===== src/rtl/qlsf_pkg.sv =====
// ----------------------------------------------------------------------------
// qlsf_pkg
// types, widths and the solve program of the quadratic least-squares fit
// ----------------------------------------------------------------------------
`timescale 1ns / 1ps

package qlsf_pkg;

   localparam int DEF_MAX_SAMPLES = 1024;
   localparam int MIN_SAMPLES     = 3;

   localparam int SMP_T_W = 12;
   localparam int SMP_Y_W = 16;

   localparam int CNT_W   = 11;
   localparam int S_T_W   = 22;
   localparam int S_T2_W  = 34;
   localparam int S_T3_W  = 44;
   localparam int S_T4_W  = 56;
   localparam int S_Y_W   = 26;
   localparam int S_TY_W  = 38;
   localparam int S_T2Y_W = 48;

   localparam int BIG_W   = 160;
   localparam int COEF_W  = 64;
   localparam int FRAC_W  = 32;
   localparam int MUL_STEPS = S_T4_W;

   localparam int QDEPTH  = 2;

   typedef struct packed {
      logic [CNT_W-1:0]          count;
      logic signed [S_T_W-1:0]   s_t;
      logic signed [S_T2_W-1:0]  s_t2;
      logic signed [S_T3_W-1:0]  s_t3;
      logic signed [S_T4_W-1:0]  s_t4;
      logic signed [S_Y_W-1:0]   s_y;
      logic signed [S_TY_W-1:0]  s_ty;
      logic signed [S_T2Y_W-1:0] s_t2y;
      logic                      ovf;
   } sums_type;

   typedef enum logic [1:0] {OP_SET, OP_ADD, OP_SUB} op_mode_type;

   typedef struct packed {
      op_mode_type mode;
      logic [3:0]  dst;
      logic [3:0]  xsel;
      logic [2:0]  ysel;
   } op_type;

   // operand codes: sums, then cofactor temporaries
   localparam logic [3:0] X_N    = 4'd0;
   localparam logic [3:0] X_T    = 4'd1;
   localparam logic [3:0] X_T2   = 4'd2;
   localparam logic [3:0] X_T3   = 4'd3;
   localparam logic [3:0] X_T4   = 4'd4;
   localparam logic [3:0] X_Y    = 4'd5;
   localparam logic [3:0] X_TY   = 4'd6;
   localparam logic [3:0] X_T2Y  = 4'd7;
   localparam logic [3:0] X_A00  = 4'd8;
   localparam logic [3:0] X_A01  = 4'd9;
   localparam logic [3:0] X_A02  = 4'd10;
   localparam logic [3:0] X_A11  = 4'd11;
   localparam logic [3:0] X_A12  = 4'd12;
   localparam logic [3:0] X_A22  = 4'd13;

   // temporary store slots
   localparam logic [3:0] TMP_A00 = 4'd0;
   localparam logic [3:0] TMP_A01 = 4'd1;
   localparam logic [3:0] TMP_A02 = 4'd2;
   localparam logic [3:0] TMP_A11 = 4'd3;
   localparam logic [3:0] TMP_A12 = 4'd4;
   localparam logic [3:0] TMP_A22 = 4'd5;
   localparam logic [3:0] TMP_DET = 4'd6;
   localparam logic [3:0] TMP_N0  = 4'd7;
   localparam logic [3:0] TMP_N1  = 4'd8;
   localparam logic [3:0] TMP_N2  = 4'd9;
   localparam int         NUM_TMP = 10;

   localparam int NUM_OPS = 24;
   localparam int PC_W    = 5;

   function automatic op_type mk_op(input op_mode_type mode, input logic [3:0] dst,
                                    input logic [3:0] xsel, input logic [3:0] ysel);
      op_type o;
      o.mode = mode;
      o.dst  = dst;
      o.xsel = xsel;
      o.ysel = ysel[2:0];
      return o;
   endfunction

   // adjugate of the symmetric normal matrix, determinant, then cramer numerators
   function automatic op_type prog_op(input logic [PC_W-1:0] pc);
      op_type o;
      case (pc)
         5'd0:    o = mk_op(OP_SET, TMP_A00, X_T4,  X_T2);
         5'd1:    o = mk_op(OP_SUB, TMP_A00, X_T3,  X_T3);
         5'd2:    o = mk_op(OP_SET, TMP_A01, X_T3,  X_T2);
         5'd3:    o = mk_op(OP_SUB, TMP_A01, X_T4,  X_T);
         5'd4:    o = mk_op(OP_SET, TMP_A02, X_T3,  X_T);
         5'd5:    o = mk_op(OP_SUB, TMP_A02, X_T2,  X_T2);
         5'd6:    o = mk_op(OP_SET, TMP_A11, X_T4,  X_N);
         5'd7:    o = mk_op(OP_SUB, TMP_A11, X_T2,  X_T2);
         5'd8:    o = mk_op(OP_SET, TMP_A12, X_T2,  X_T);
         5'd9:    o = mk_op(OP_SUB, TMP_A12, X_T3,  X_N);
         5'd10:   o = mk_op(OP_SET, TMP_A22, X_T2,  X_N);
         5'd11:   o = mk_op(OP_SUB, TMP_A22, X_T,   X_T);
         5'd12:   o = mk_op(OP_SET, TMP_DET, X_A00, X_N);
         5'd13:   o = mk_op(OP_ADD, TMP_DET, X_A01, X_T);
         5'd14:   o = mk_op(OP_ADD, TMP_DET, X_A02, X_T2);
         5'd15:   o = mk_op(OP_SET, TMP_N0,  X_A00, X_Y);
         5'd16:   o = mk_op(OP_ADD, TMP_N0,  X_A01, X_TY);
         5'd17:   o = mk_op(OP_ADD, TMP_N0,  X_A02, X_T2Y);
         5'd18:   o = mk_op(OP_SET, TMP_N1,  X_A01, X_Y);
         5'd19:   o = mk_op(OP_ADD, TMP_N1,  X_A11, X_TY);
         5'd20:   o = mk_op(OP_ADD, TMP_N1,  X_A12, X_T2Y);
         5'd21:   o = mk_op(OP_SET, TMP_N2,  X_A02, X_Y);
         5'd22:   o = mk_op(OP_ADD, TMP_N2,  X_A12, X_TY);
         5'd23:   o = mk_op(OP_ADD, TMP_N2,  X_A22, X_T2Y);
         default: o = mk_op(OP_SET, TMP_A00, X_N,   X_N);
      endcase
      return o;
   endfunction

   function automatic logic [BIG_W-1:0] big_abs(input logic signed [BIG_W-1:0] v);
      return v[BIG_W-1] ? BIG_W'(-v) : BIG_W'(v);
   endfunction

endpackage


===== src/rtl/qlsf_queue.sv =====
// ----------------------------------------------------------------------------
// qlsf_queue
// short fifo of finished data sets between intake and solver
// ----------------------------------------------------------------------------
`timescale 1ns / 1ps

module qlsf_queue
   import qlsf_pkg::*;
(
   input  logic     clock,
   input  logic     reset,
   input  logic     push,
   input  sums_type push_data,
   output logic     q_ready,
   output logic     q_valid,
   output sums_type q_data,
   input  logic     pop
);

   localparam int PW = $clog2(QDEPTH);

   sums_type          entry_ff [QDEPTH];
   logic [PW-1:0]     wr_ptr_ff, rd_ptr_ff;
   logic [PW:0]       fill_ff;

   assign q_ready = fill_ff != (PW+1)'(QDEPTH);
   assign q_valid = fill_ff != '0;
   assign q_data  = entry_ff[rd_ptr_ff];

   always_ff @(posedge clock) begin
      if (push) begin
         entry_ff[wr_ptr_ff] <= push_data;
      end
   end

   always_ff @(posedge clock) begin
      if (reset) begin
         wr_ptr_ff <= '0;
         rd_ptr_ff <= '0;
         fill_ff   <= '0;
      end else begin
         if (push) begin
            wr_ptr_ff <= (wr_ptr_ff == PW'(QDEPTH-1)) ? '0 : wr_ptr_ff + 1'b1;
         end
         if (pop) begin
            rd_ptr_ff <= (rd_ptr_ff == PW'(QDEPTH-1)) ? '0 : rd_ptr_ff + 1'b1;
         end
         fill_ff <= fill_ff + (PW+1)'(push) - (PW+1)'(pop);
      end
   end

endmodule


===== config.mk =====
export PLATFORM = sky130hd
export DESIGN_NAME = qlsf_queue
export DESIGN_NICKNAME = d
export VERILOG_FILES = /design/src/rtl/qlsf_pkg.sv /design/src/rtl/qlsf_queue.sv
export SDC_FILE = /design/constraint.sdc
export NUM_CORES = 1
export LEC_CHECK = 0
export BUFFER_PORTS_ARGS = -buffer_cell sky130_fd_sc_hd__buf_4
export CORE_AREA = 2 2 222 224
export CTS_CLUSTER_DIAMETER = 100
export CTS_CLUSTER_SIZE = 24
export DETAILED_ROUTE_END_ITERATION = 12
export DIE_AREA = 0 0 224 226
export PLACE_DENSITY = 0.77
export SLEW_MARGIN = 10
export SYNTH_ARGS = -nofsm -noshare
export SYNTH_HDL_FRONTEND = slang
export SYNTH_SLANG_ARGS = --single-unit

===== constraint.sdc =====
create_clock -name clock -period 14.7 [get_ports clock]
set_clock_uncertainty 0.1 [all_clocks]
set_input_delay 1.47 -clock clock [delete_from_list [all_inputs] [get_ports clock]]
set_output_delay 1.47 -clock clock [all_outputs]
set_load 0.005 [all_outputs]

# [Word-level counts from Yosys, hierarchy flattened]
# Memory sizes are Yosys's and may differ from the RTL's. A register that Yosys moved wholly into a read port is not among the register bits.
# Cells that the tools add are included.
[word_totals] out_inout_bits=282 memories=1 ramBits=560 in_bits=284 reg_bits=4
[mem_list] name="entry_ff" depth=2 word_bits=280 rd=1 rd_clocked_by_memory_dff=1 write_ports=1 line="qlsf_queue.sv:22" source="sums_type entry_ff [QDEPTH];"
[classes] mux=6 add_sub_neg=4 n_eq_ne=1 reduce_logical=1
[op_table] op="2-to-1 mux 1 bit" count=6
[op_table] op="adder 1 bit, second input constant" count=2
[op_table] op="adder 2 x 1 -> 2 bit" count=1
[op_table] op="inequality test 2 bit, second input constant" count=1
[op_table] op="nonzero test 2 bit" count=1
[op_table] op="subtractor 2 x 1 -> 2 bit" count=1

# [Depth between registers and ports, before layout]
[depth] depth_word=4 ltp_mapped=6 mapped_depth_nobuf=6

# [Least setup slack after synthesis]
# OpenSTA, ideal clock, no wires.
[synth_path] kind="input to register" startpoint="in push" endpoint="mem entry_ff[0][0] (netlist bit) (enable)" path_stages=1 required_time_ps=13640 t_arrival_ps=13511 setup_slack_ps=129 setup_ps=960 path_cell_list="nor2b_1"
[synth_via] elab_chain_len=2
[synth_lines] item="from (decl)" line="qlsf_queue.sv:12" source="input logic push,"
[synth_lines] item="2-to-1 mux 1 bit" line="qlsf_queue.sv:31" source="if (push) begin"
[synth_lines] item="2-to-1 mux 1 bit (implied by the code)" line="qlsf_queue.sv:32" source="entry_ff[wr_ptr_ff] <= push_data;"
[synth_lines] item="to (decl)" line="qlsf_queue.sv:22"
# No other way between the ends.

==> impl_metrics.tcl <==
set metrics [dict create \
    synthDominantCellAreaShare_pct 79.2 \
    dr_wl_met3_um 3880 \
    vias 10300 \
    crit_arrival_ns 4.68 \
    grt_pass1_wl_um 62900 \
    yosysWarnings 0 \
    register_area_um2 16900 \
    wl_met1_um 16900 \
    comb_power_share_pct 14.5 \
    synth_fa_ha_area_share_pct 0.118 \
    slew_headroom_pct 23.9 \
    die_h_um 226 \
    syn_area_per_cell_um2 23.8 \
    dr.pass1.iters 4 \
    fmax_mhz 160 \
    ant_nets 0 \
    grt_overflow 0 \
    ys_ff_latch 565 \
    rsz0062_at_grt "no" \
    synth_cells 892 \
    highest_layer "met5" \
    via_per_inst 4.89 \
    dieWidth_um 224 \
    layout_common_cells "576 x buf_4, 560 x edfxtp_1, 200 x mux2_4, 80 x mux2_2, 27 x clkbuf_16" \
    synthesis.area_um2 21200 \
    dp_cells 2059 \
    worst_pin_slew_ns 1.14 \
    p_int_w 0.00251 \
    syn-num-nets 1178 \
    clkTransAtPathRegs_ns 0.09 \
    cts_buffers 27 \
    io_pins 566 \
    ys_types 15 \
    pwr-share-seq_pct 59.9 \
    cts_hold_buf 0 \
    p_leak_nw 10.3 \
    p_sw_w 0.000680 \
    crit_type "reg2out" \
    muxShareOfSynthArea_pct 18.4 \
    max_cap_viol_count 0 \
    grt_usage_pct 16.4 \
    nFillCells 3646 \
    ir_drop_uv 141 \
    hold_viol 0 \
    synth_top_family_by_area "multiplexers" \
    timing.setup.tns_ns 0 \
    ctsHtreeMaxLevel 1 \
    port_buffers 565 \
    yosysTopAreaCell "edfxtp_1" \
    core-area_um2 48300 \
    antenna_found_initial 2 \
    cts-root-buf "clkbuf_16" \
    synth-simple-area-share_pct 0.206 \
    routed_wl_um 44000 \
    gp_congestion 0.788 \
    grt_max_degree 78 \
    hp-class "reg2reg" \
    p_sw_share_pct 21.3 \
    crit_path_end_kind "primary output" \
    cts_setup_buffers 0 \
    start_kind "register" \
    cts_tree "built" \
    avgRoutedWirePerCell_um 21.0 \
    fp-row-count 81 \
    synth_compound_area_share_pct 0 \
    first_global_vias 10600 \
    synth-seq-area-share_pct 79.7 \
    status "complete, no violations" \
    dpl.hpwl_um 31100 \
    syn_to_final_growth_pct 26.2 \
    crit_fanout 74 \
    drtIter0Drc 614 \
    clkPwrFrac_pct 25.6 \
    min_period_over_period_pct 42.5 \
    setup_viol 0 \
    cts_buffer_depth 3 \
    synth.area.top_cells "edfxtp_1 79%, mux2_4 14%, mux2_2 4.2%" \
    mostFrequentLayoutCell "buf_4" \
    power_density_nw_per_um2 119 \
    clk_latency_ns 0.58 \
    layout.nets 1752 \
    ctsResizeCount 0 \
    drive_gt1_share_pct 60.2 \
    period_needed_ns 6.25 \
    stdcell_count 2098 \
    cp.required_ns 13.13 \
    cts.sinks 565 \
    start_util_pct 43.9 \
    die_area_um2 50600 \
    antennaDiodeCount 0 \
    wl_met2_um 22000 \
    drc_errors 0 \
    multi_input_area_um2 4020 \
    drv_slew 0 \
    synth_xor_area_share_pct 0.189 \
]
[power groups by stage]
stage | clock network [W] | registers (W) | logic (W)
5_1_grt | 0.000891 | 0.00192 | 0.000494
6_report | 0.000818 | 0.00191 | 0.000464
3_5_place_dp | 0 | 0.00195 | 0.000468
2_1_floorplan | 0 | 0.00197 | 0.000234
3_3_place_gp | 0 | 0.00195 | 0.000459
4_1_cts | 0.000841 | 0.00191 | 0.000470
[synthesized netlist by cell type]
library cell / n
buf_2: 8
buf_6: 23
xnor3_1: 1
mux2_4: 200
ha_1: 2
and2_1: 1
nor2_1: 4
nor2b_1: 2
dfxtp_1: 5
xnor2_1: 2
edfxtp_1: 560
nand2_1: 1
or2_2: 1
mux2_2: 80
inv_1: 2
[layer usage]
layer | GRT usage, % | up-vias
met5 | 0 | -
met3 | 5.61 | 53
met2 | 28.1 | 422
met1 | 19.6 | 5125
met4 | 4.45 | 2
li1 | - | 4663
[metrics by stage]
| step | util [%] | setup slack [ns] | hold slack (ns) | cell area [µm²] | total power (W) |
|---|---|---|---|---|---|
| after CTS | 55.4 | 8.35 | 0.429 | 26800 | 0.00323 |
| after global routing | 55.4 | 8.17 | 0.491 | 26800 | 0.00331 |
| final | 55.4 | 8.45 | 0.426 | 26800 | 0.00319 |
| after global placement | 53.9 | 9.08 | 0.395 | 26100 | 0.00241 |
| after floorplan | - | 0.129 | 0.380 | 21200 | 0.00220 |
| after detailed placement | 53.9 | 9.00 | 0.407 | 26100 | 0.00242 |
[worst paths after layout]
path / start / end / slack, ns / cells after the start
max: register / q_data[178] / 8.45 / 5
min: rd_ptr_ff / register / 0.43 / 2
max reg2reg: wr_ptr_ff / entry_ff[1][131] / 11.08 / 3
min reg2reg: rd_ptr_ff / register / 0.43 / 2
[final cells by class]
cell class | count | share of cell area, %
Clock buffer | 37 | 2.66
Clock inverter | 2 | 0.145
Inverter | 2 | 0.0280
Multi-Input combinational cell | 294 | 15.0
Sequential cell | 565 | 63.1
Tap cell | 622 | 2.90
Timing Repair Buffer | 576 | 16.1
[state kept, by name, summed over array words and instances, names as in the netlist, named ones only]
register	flops
entry_ff	560
fill_ff	2
rd_ptr_ff	1
wr_ptr_ff	1
[logic make-up after synthesis]
kind of cell | after synthesis
flip-flops | 565
multiplexers | 280
buffers and inverters | 33
AND/OR/NAND/NOR | 9
XOR/XNOR | 3
adder cells (fa/ha/maj) | 2
[worst max-delay path, cell delays in order, from the launching register on]
cell and delay (ns):
dfxtp_4 1.05, buf_4 0.93, buf_4 0.63, buf_4 0.84, mux2_4 0.36, buf_4 0.14
No activity file was read; power rests on OpenSTA's default activity.
